## src/hw/rtl/nsr_pkg.sv

```systemverilog
// Shared types and constants for the Newton square root block.
package nsr_pkg;

	localparam int FRAC_BITS_DEF = 16;
	localparam int RAD_W         = 32;
	localparam int ROOT_W        = 24;
	localparam int STEPS_W       = 6;
	localparam int TOL_W         = 16;
	localparam int CFG_IDX_W     = 1;
	localparam int CFG_DATA_W    = 16;

	localparam logic [CFG_IDX_W-1:0] CFG_TOLERANCE = 1'b0;
	localparam logic [CFG_IDX_W-1:0] CFG_MAX_ITER  = 1'b1;

	localparam logic [STEPS_W-1:0] MAX_ITER_RST  = 6'd32;
	localparam logic [TOL_W-1:0]   TOLERANCE_RST = 16'd1;
	localparam logic [ROOT_W-1:0]  ROOT_MAX      = 24'hFFFFFF;

	typedef enum logic [5:0] {
		S_IDLE  = 6'b000001,
		S_START = 6'b000010,
		S_DIV   = 6'b000100,
		S_UPD   = 6'b001000,
		S_CHK   = 6'b010000,
		S_FIN   = 6'b100000
	} state_t;

	typedef struct packed {
		logic               load;
		logic               div_start;
		logic               update;
		logic               out_load;
		logic [STEPS_W-1:0] steps;
	} cmd_t;

	typedef struct packed {
		logic zero_in;
		logic div_done;
		logic close;
	} status_t;

endpackage

```

## src/hw/rtl/nsr_div.sv

```systemverilog
// Restoring divider that produces one quotient bit per cycle.
module nsr_div #(
	parameter int DW = 48
) (
	input  logic          clk,
	input  logic          arst_n,
	input  logic          start,
	input  logic [DW-1:0] dividend,
	input  logic [DW-1:0] divisor,
	output logic [DW-1:0] quotient,
	output logic          done
);
	localparam int CW = $clog2(DW + 1);

	logic [CW-1:0] cnt_q;
	logic          done_q;
	logic [DW-1:0] rem_q;
	logic [DW-1:0] quo_q;
	logic [DW:0]   shifted;
	logic [DW:0]   trial;
	logic          ge;

	assign shifted = {rem_q, quo_q[DW-1]};
	assign ge      = shifted >= {1'b0, divisor};
	assign trial   = shifted - {1'b0, divisor};

	always_ff @(posedge clk or negedge arst_n) begin
		if (!arst_n) begin
			cnt_q  <= '0;
			done_q <= 1'b0;
		end else if (start) begin
			cnt_q  <= CW'(DW);
			done_q <= 1'b0;
		end else if (cnt_q != '0) begin
			cnt_q  <= cnt_q - 1'b1;
			done_q <= (cnt_q == CW'(1));
		end else begin
			done_q <= 1'b0;
		end
	end

	always_ff @(posedge clk) begin
		if (start) begin
			rem_q <= '0;
			quo_q <= dividend;
		end else if (cnt_q != '0) begin
			rem_q <= ge ? trial[DW-1:0] : shifted[DW-1:0];
			quo_q <= {quo_q[DW-2:0], ge};
		end
	end

	assign quotient = quo_q;
	assign done     = done_q;

endmodule

```

## src/hw/rtl/nsr_dp.sv

```systemverilog
// Datapath: radicand, estimate, divider, convergence test and result register.
module nsr_dp #(
	parameter int FRAC_BITS = nsr_pkg::FRAC_BITS_DEF
) (
	input  logic                          clk,
	input  logic                          arst_n,
	input  logic [nsr_pkg::RAD_W-1:0]     radicand,
	input  logic [nsr_pkg::TOL_W-1:0]     tolerance,
	input  nsr_pkg::cmd_t                 cmd,
	output nsr_pkg::status_t              status,
	output logic [nsr_pkg::ROOT_W-1:0]    root,
	output logic [nsr_pkg::STEPS_W-1:0]   steps_used,
	output logic                          converged
);
	import nsr_pkg::*;

	localparam int DW = RAD_W + FRAC_BITS;
	localparam logic [DW-1:0] EST_ONE = DW'(1) << FRAC_BITS;

	logic [DW-1:0]      scaled_q;
	logic [DW-1:0]      est_q;
	logic [DW-1:0]      prev_q;
	logic               conv_q;
	logic [ROOT_W-1:0]  root_q;
	logic [STEPS_W-1:0] steps_q;
	logic               oconv_q;
	logic [DW-1:0]      divisor;
	logic [DW-1:0]      quotient;
	logic               div_done;
	logic [DW:0]        sum;
	logic [DW-1:0]      diff;

	assign divisor = (est_q == '0) ? DW'(1) : est_q;
	assign sum     = {1'b0, est_q} + {1'b0, quotient};
	assign diff    = (prev_q >= est_q) ? (prev_q - est_q) : (est_q - prev_q);

	nsr_div #(.DW(DW)) u_div (
		.clk      (clk),
		.arst_n   (arst_n),
		.start    (cmd.div_start),
		.dividend (scaled_q),
		.divisor  (divisor),
		.quotient (quotient),
		.done     (div_done)
	);

	always_ff @(posedge clk) begin
		if (cmd.load) begin
			scaled_q <= {radicand, {FRAC_BITS{1'b0}}};
			est_q    <= (radicand == '0) ? '0 : EST_ONE;
			prev_q   <= '0;
			conv_q   <= 1'b1;
		end else if (cmd.update) begin
			prev_q <= est_q;
			est_q  <= sum[DW:1];
		end
		if (cmd.out_load) begin
			root_q  <= (est_q > DW'(ROOT_MAX)) ? ROOT_MAX : est_q[ROOT_W-1:0];
			steps_q <= cmd.steps;
			oconv_q <= conv_q;
		end
		if (status.close && !cmd.load && !cmd.update && !cmd.out_load && !cmd.div_start) begin
			conv_q <= 1'b1;
		end else if (!cmd.load && !cmd.update && !cmd.out_load && !cmd.div_start) begin
			conv_q <= 1'b0;
		end
	end

	assign status.zero_in  = (radicand == '0);
	assign status.div_done = div_done;
	assign status.close    = (diff <= DW'(tolerance));

	assign root       = root_q;
	assign steps_used = steps_q;
	assign converged  = oconv_q;

endmodule

```

## src/hw/rtl/nsr_ctrl.sv

```systemverilog
// Controller state machine that sequences the Newton steps and the handshakes.
module nsr_ctrl (
	input  logic                        clk,
	input  logic                        arst_n,
	input  logic                        in_valid,
	output logic                        in_ready,
	output logic                        out_valid,
	input  logic                        out_ready,
	input  logic [nsr_pkg::STEPS_W-1:0] max_iterations,
	input  nsr_pkg::status_t            status,
	output nsr_pkg::cmd_t               cmd
);
	import nsr_pkg::*;

	state_t             state_q;
	state_t             state_d;
	logic [STEPS_W-1:0] steps_q;
	logic [STEPS_W-1:0] cap;
	logic               out_valid_q;
	logic               slot_free;

	assign cap       = (max_iterations == '0) ? STEPS_W'(1) : max_iterations;
	assign slot_free = !out_valid_q || out_ready;
	assign in_ready  = (state_q == S_IDLE);
	assign out_valid = out_valid_q;

	always_comb begin
		state_d       = state_q;
		cmd.load      = 1'b0;
		cmd.div_start = 1'b0;
		cmd.update    = 1'b0;
		cmd.out_load  = 1'b0;
		cmd.steps     = steps_q;
		case (state_q)
			S_IDLE: begin
				if (in_valid) begin
					cmd.load = 1'b1;
					state_d  = status.zero_in ? S_FIN : S_START;
				end
			end
			S_START: begin
				cmd.div_start = 1'b1;
				state_d       = S_DIV;
			end
			S_DIV: begin
				if (status.div_done) begin
					state_d = S_UPD;
				end
			end
			S_UPD: begin
				cmd.update = 1'b1;
				state_d    = S_CHK;
			end
			S_CHK: begin
				if (status.close || steps_q >= cap) begin
					state_d = S_FIN;
				end else begin
					state_d = S_START;
				end
			end
			S_FIN: begin
				if (slot_free) begin
					cmd.out_load = 1'b1;
					state_d      = S_IDLE;
				end
			end
			default: begin
				state_d = S_IDLE;
			end
		endcase
	end

	always_ff @(posedge clk or negedge arst_n) begin
		if (!arst_n) begin
			state_q     <= S_IDLE;
			steps_q     <= '0;
			out_valid_q <= 1'b0;
		end else begin
			state_q <= state_d;
			if (cmd.load) begin
				steps_q <= '0;
			end else if (cmd.update) begin
				steps_q <= steps_q + 1'b1;
			end
			if (cmd.out_load) begin
				out_valid_q <= 1'b1;
			end else if (out_ready) begin
				out_valid_q <= 1'b0;
			end
		end
	end

endmodule

```

## src/hw/rtl/newton_square_root_top.sv

```systemverilog
// Top level of the Newton square root block with its configuration registers.
//
// Channel  Direction  Handshake              Payload
// in       input      in_valid / in_ready    radicand
// out      output     out_valid / out_ready  root, steps_used, converged
// cfg      input      cfg_valid / cfg_ready  cfg_index, cfg_data
//
// A zero radicand skips the Newton steps and goes straight to the finish state.
// Otherwise each Newton step runs the one-bit-per-cycle restoring divider, updates the
// estimate and tests convergence, for up to max_iterations steps (at least one).
// All control state is cleared by the asynchronous reset; the configuration returns to
// a tolerance of 1 and an iteration cap of 32.
// A result held by a stalled output blocks only the next result, not the next transaction.
module newton_square_root_top #(
	parameter int FRAC_BITS = nsr_pkg::FRAC_BITS_DEF
) (
	input  logic                           clk,
	input  logic                           arst_n,
	input  logic                           in_valid,
	output logic                           in_ready,
	input  logic [nsr_pkg::RAD_W-1:0]      radicand,
	output logic                           out_valid,
	input  logic                           out_ready,
	output logic [nsr_pkg::ROOT_W-1:0]     root,
	output logic [nsr_pkg::STEPS_W-1:0]    steps_used,
	output logic                           converged,
	input  logic                           cfg_valid,
	output logic                           cfg_ready,
	input  logic [nsr_pkg::CFG_IDX_W-1:0]  cfg_index,
	input  logic [nsr_pkg::CFG_DATA_W-1:0] cfg_data
);
	import nsr_pkg::*;

	logic [TOL_W-1:0]   tolerance_q;
	logic [STEPS_W-1:0] max_iter_q;
	cmd_t               cmd;
	status_t            status;

	assign cfg_ready = 1'b1;

	always_ff @(posedge clk or negedge arst_n) begin
		if (!arst_n) begin
			tolerance_q <= TOLERANCE_RST;
			max_iter_q  <= MAX_ITER_RST;
		end else if (cfg_valid) begin
			case (cfg_index)
				CFG_TOLERANCE: tolerance_q <= cfg_data[TOL_W-1:0];
				CFG_MAX_ITER:  max_iter_q  <= cfg_data[STEPS_W-1:0];
				default: begin
				end
			endcase
		end
	end

	nsr_ctrl u_ctrl (
		.clk            (clk),
		.arst_n         (arst_n),
		.in_valid       (in_valid),
		.in_ready       (in_ready),
		.out_valid      (out_valid),
		.out_ready      (out_ready),
		.max_iterations (max_iter_q),
		.status         (status),
		.cmd            (cmd)
	);

	nsr_dp #(.FRAC_BITS(FRAC_BITS)) u_dp (
		.clk        (clk),
		.arst_n     (arst_n),
		.radicand   (radicand),
		.tolerance  (tolerance_q),
		.cmd        (cmd),
		.status     (status),
		.root       (root),
		.steps_used (steps_used),
		.converged  (converged)
	);

endmodule
```

## config.mk

```make
export PLATFORM = sky130hd
export DESIGN_NAME = newton_square_root_top
export DESIGN_NICKNAME = d
export VERILOG_FILES = /design/src/hw/rtl/nsr_pkg.sv /design/src/hw/rtl/nsr_div.sv /design/src/hw/rtl/nsr_dp.sv /design/src/hw/rtl/nsr_ctrl.sv /design/src/hw/rtl/newton_square_root_top.sv
export SDC_FILE = /design/constraint.sdc
export NUM_CORES = 1
export LEC_CHECK = 0
export ABC_AREA = 1
export BUFFER_PORTS_ARGS = -buffer_cell sky130_fd_sc_hd__buf_2
export CELL_PAD_IN_SITES_DETAIL_PLACEMENT = 1
export CELL_PAD_IN_SITES_GLOBAL_PLACEMENT = 2
export CORE_ASPECT_RATIO = 2
export CORE_MARGIN = 8
export CORE_UTILIZATION = 36
export CTS_CLUSTER_DIAMETER = 120
export DETAILED_ROUTE_END_ITERATION = 7
export GPL_TIMING_DRIVEN = 0
export PLACE_DENSITY_LB_ADDON = 0.1
export RECOVER_POWER = 50
export SYNTH_ARGS = -nofsm -noshare
export SYNTH_HDL_FRONTEND = slang
export SYNTH_SLANG_ARGS = --single-unit
```

## constraint.sdc

```tcl
create_clock -name clk -period 5.2 [get_ports clk]
set_input_delay 0.52 -clock clk [delete_from_list [all_inputs] [get_ports clk]]
set_output_delay 0.52 -clock clk [all_outputs]
set_load 0.02 [all_outputs]
```

==> reports/metrics.yaml <==
antenna_left: 0
path_delay_family: "simple AND/OR/NAND/NOR gates"
via_count: 26000
seq_area_frac_synth_pct: 31.3
slowest_delay_ns: 0.52
arrival_ns: 5.65
cts_made_buffers: 30
worstPathRequired_ns: 5.81
slew_viol_final: 72
area_delta_synth_final_pct: 16.5
worst_path_most_repeated_cell: "nand2_1"
drt_first_pass_iters: 5
yosys.area.top_type: "edfxtp_1"
viasPerCell: 5.33
clockRootBuffer: "clkbuf_16"
synthArstFlopShare_pct: 14.1
dp_hpwl_mm: 95.5
drcViolationCount: 0
cp-startpoint: "u_dp.est_q[17]$_SDFFCE_PP0P_"
synth_area_leaders: "edfxtp_1 (19%), nand2_1 (17%), ha_1 (11%), inv_1 (9.8%), dfxtp_1 (7.8%)"
synth.distinct_cells: 58
reg2regPathDepth: 35
max_slew.worst_pin.slew_ns: 2.69
gp_congestion: 1.02
yosys_most_used_dff: "edfxtp_1"
hold_viol_final: 0
critical-path-slowest-cell: "edfxtp_1"
ios: 88
cts_tree: "yes"
avgSynthCellArea_um2: 6.66
cts_num_sinks: 298
hold_class: "input port to flip-flop"
critPathKind: "flip-flop to flip-flop"
rrSetupSlack_ns: 0.16
worstHoldStart: "in_valid"
synth_top_area_share_pct: 19.2
hold_end: "u_ctrl.state_q[0]$_DFFE_PN1P_"
netlist_instances: 3733
crit_path_max_fanout: 10
violations: "max-capacitance violations, max-slew violations"
die_x_um: 202
fp.dieH_um: 388
core_um2: 68600
initial_core_util_pct: 36.2
clk_path_buf_depth: 3
antenna_found_initial: 1
grt_pass1_wl_mm: 176
cp-start-kind: "flip-flop"
drv_cap: 2
synth_edf_count: 159
reg2reg_from: "u_dp.est_q[17]$_SDFFCE_PP0P_"
fin_crit_ns: 5.04
htreeDepth: 1
critPathBufInv: 7
fin_crit_sh_pct: 97.0
grt_max_degree: 58
grt_pass1_vias: 28600
floorplan.die_area_um2: 78200
hold_buffers: 0
fin_setup_tns_ns: 0
clk_latency_ns: 0.67
wl_per_cell_um: 24.5
ys_warn_count: 0
rsz0062_at_grt: "yes"
min_path_cells: 2
syn_nets: 4006
synth_common_cells: "nand2_1 (1119), inv_1 (647), a21oi_1 (349), nor2_1 (297), o21ai_0 (245)"
outcome: "finished with violations"
drive_gt1_share_pct: 8.71
nets: 4235
max_freq_mhz: 198
synth_area_um2: 24900
grt_usage_pct: 29.9
cp-end-kind: "flip-flop"
rows: 136
setup_viol: 0
fillCellCount: 8894
yosysMostFrequentCell: "nand2_1"
rr_endpoint: "u_ctrl.state_q[5]$_DFFE_PN0P_"
ys_ff_latch: 298
grt.overflow.total: 0
wirelength_mm: 120
portBuffers: 86
antenna_cells: 0
clock_skew_ns: 0.0764
dr.first_iter.drc_count: 988
clk_pin_slew_ns: 0.07
slew_headroom_pct: -79.1
==> routing by layer <==
| layer | GRT usage, % | wire length, um | vias to the layer above |
|---|---|---|---|
| met5 | 0 | 0 | - |
| met4 | 29.4 | 14600 | 0 |
| met3 | 3.63 | 3850 | 397 |
| met2 | 57.2 | 62700 | 585 |
| met1 | 25.8 | 38500 | 12500 |
| li1 | - | - | 12500 |
==> worst max-delay path by stage <==
stage | endpoint | slack (ns) | cells past startpoint
after floorplan | u_ctrl.state_q[5]$_DFFE_PN0P_ | 1.06 | 35
after global placement | u_dp.u_div.rem_q[41]$_SDFFE_PN0P_ | -2.31 | 23
after detailed placement | u_ctrl.state_q[5]$_DFFE_PN0P_ | -1.82 | 35
after CTS | u_ctrl.state_q[5]$_DFFE_PN0P_ | 0.001 | 36
after global routing | u_ctrl.state_q[5]$_DFFE_PN0P_ | -0.09 | 35
final | u_ctrl.state_q[5]$_DFFE_PN0P_ | 0.16 | 35
==> cell type report <==
| cell class | instances | area, um2 | area share, % |
|---|---|---|---|
| buffer | 69 | 365 | 1.26 |
| tap | 897 | 1120 | 3.88 |
| multi-input combinational | 2712 | 14900 | 51.4 |
| clock buffer | 33 | 762 | 2.63 |
| clock inverter | 23 | 241 | 0.834 |
| sequential | 298 | 7770 | 26.8 |
| inverter | 653 | 2460 | 8.49 |
| timing repair buffer | 198 | 1350 | 4.66 |
==> layout by cell type, fill, tap and decap left out, drive strengths merged, types with 23 or more instances in the layout <==
master	n
dfrtp	39
buf	163
inv	653
o21ai	255
dfxtp	97
nand3	133
edfxtp	159
nand2	1132
nand4	27
xnor2	29
xor2	36
ha	215
nor4	30
a21oi	351
a31oi	28
o21bai	24
clkbuf	137
o21a	23
nor2	309
==> kinds of logic (layout without fill, tap and decap cells) <==
logic type	count (synthesis)	count (layout)	share of synthesized area, %
AO/OA/AOI/OAI	759	759	16.8
XOR/XNOR	65	65	2.29
adder cells (fa/ha/maj)	219	219	11.1
buffers and inverters	723	976	11.2
flip-flops	298	298	31.3
multiplexers	4	4	0.161
other	1	1	0.0151
AND/OR/NAND/NOR	1664	1664	27.1
==> repair_timing <==
action	CTS	global route
pin swaps	17	14
setup endpoints to repair	52	52
gates resized for setup	77	72
endpoints found under the hold margin	0	0
setup buffers	95	12
==> state kept, by name, indices dropped and copies added (netlist names), 16 cells and up <==
name / count
u_dp.est_q: 48
u_dp.prev_q: 48
u_dp.scaled_q: 32
u_dp.u_div.quotient: 48
tolerance_q: 16
u_dp.u_div.rem_q: 48
u_dp.root: 24
==> metrics by stage <==
step	util [%]	setup slack (ns)	area, um2	hold WS, ns	instances
floorplan	-	1.06	24900	0.224	3733
global placement	38.5	-2.31	26400	0.424	4716
detailed placement	38.7	-1.82	26500	0.441	4721
CTS	41.7	0.00103	28600	0.00288	4871
global route	42.2	-0.0853	29000	0.0211	4883
finish	42.2	0.156	29000	0.0352	4883
Power is not shown: default switching activity piles up to over one toggle a cycle in this logic, so the estimate is an artifact.
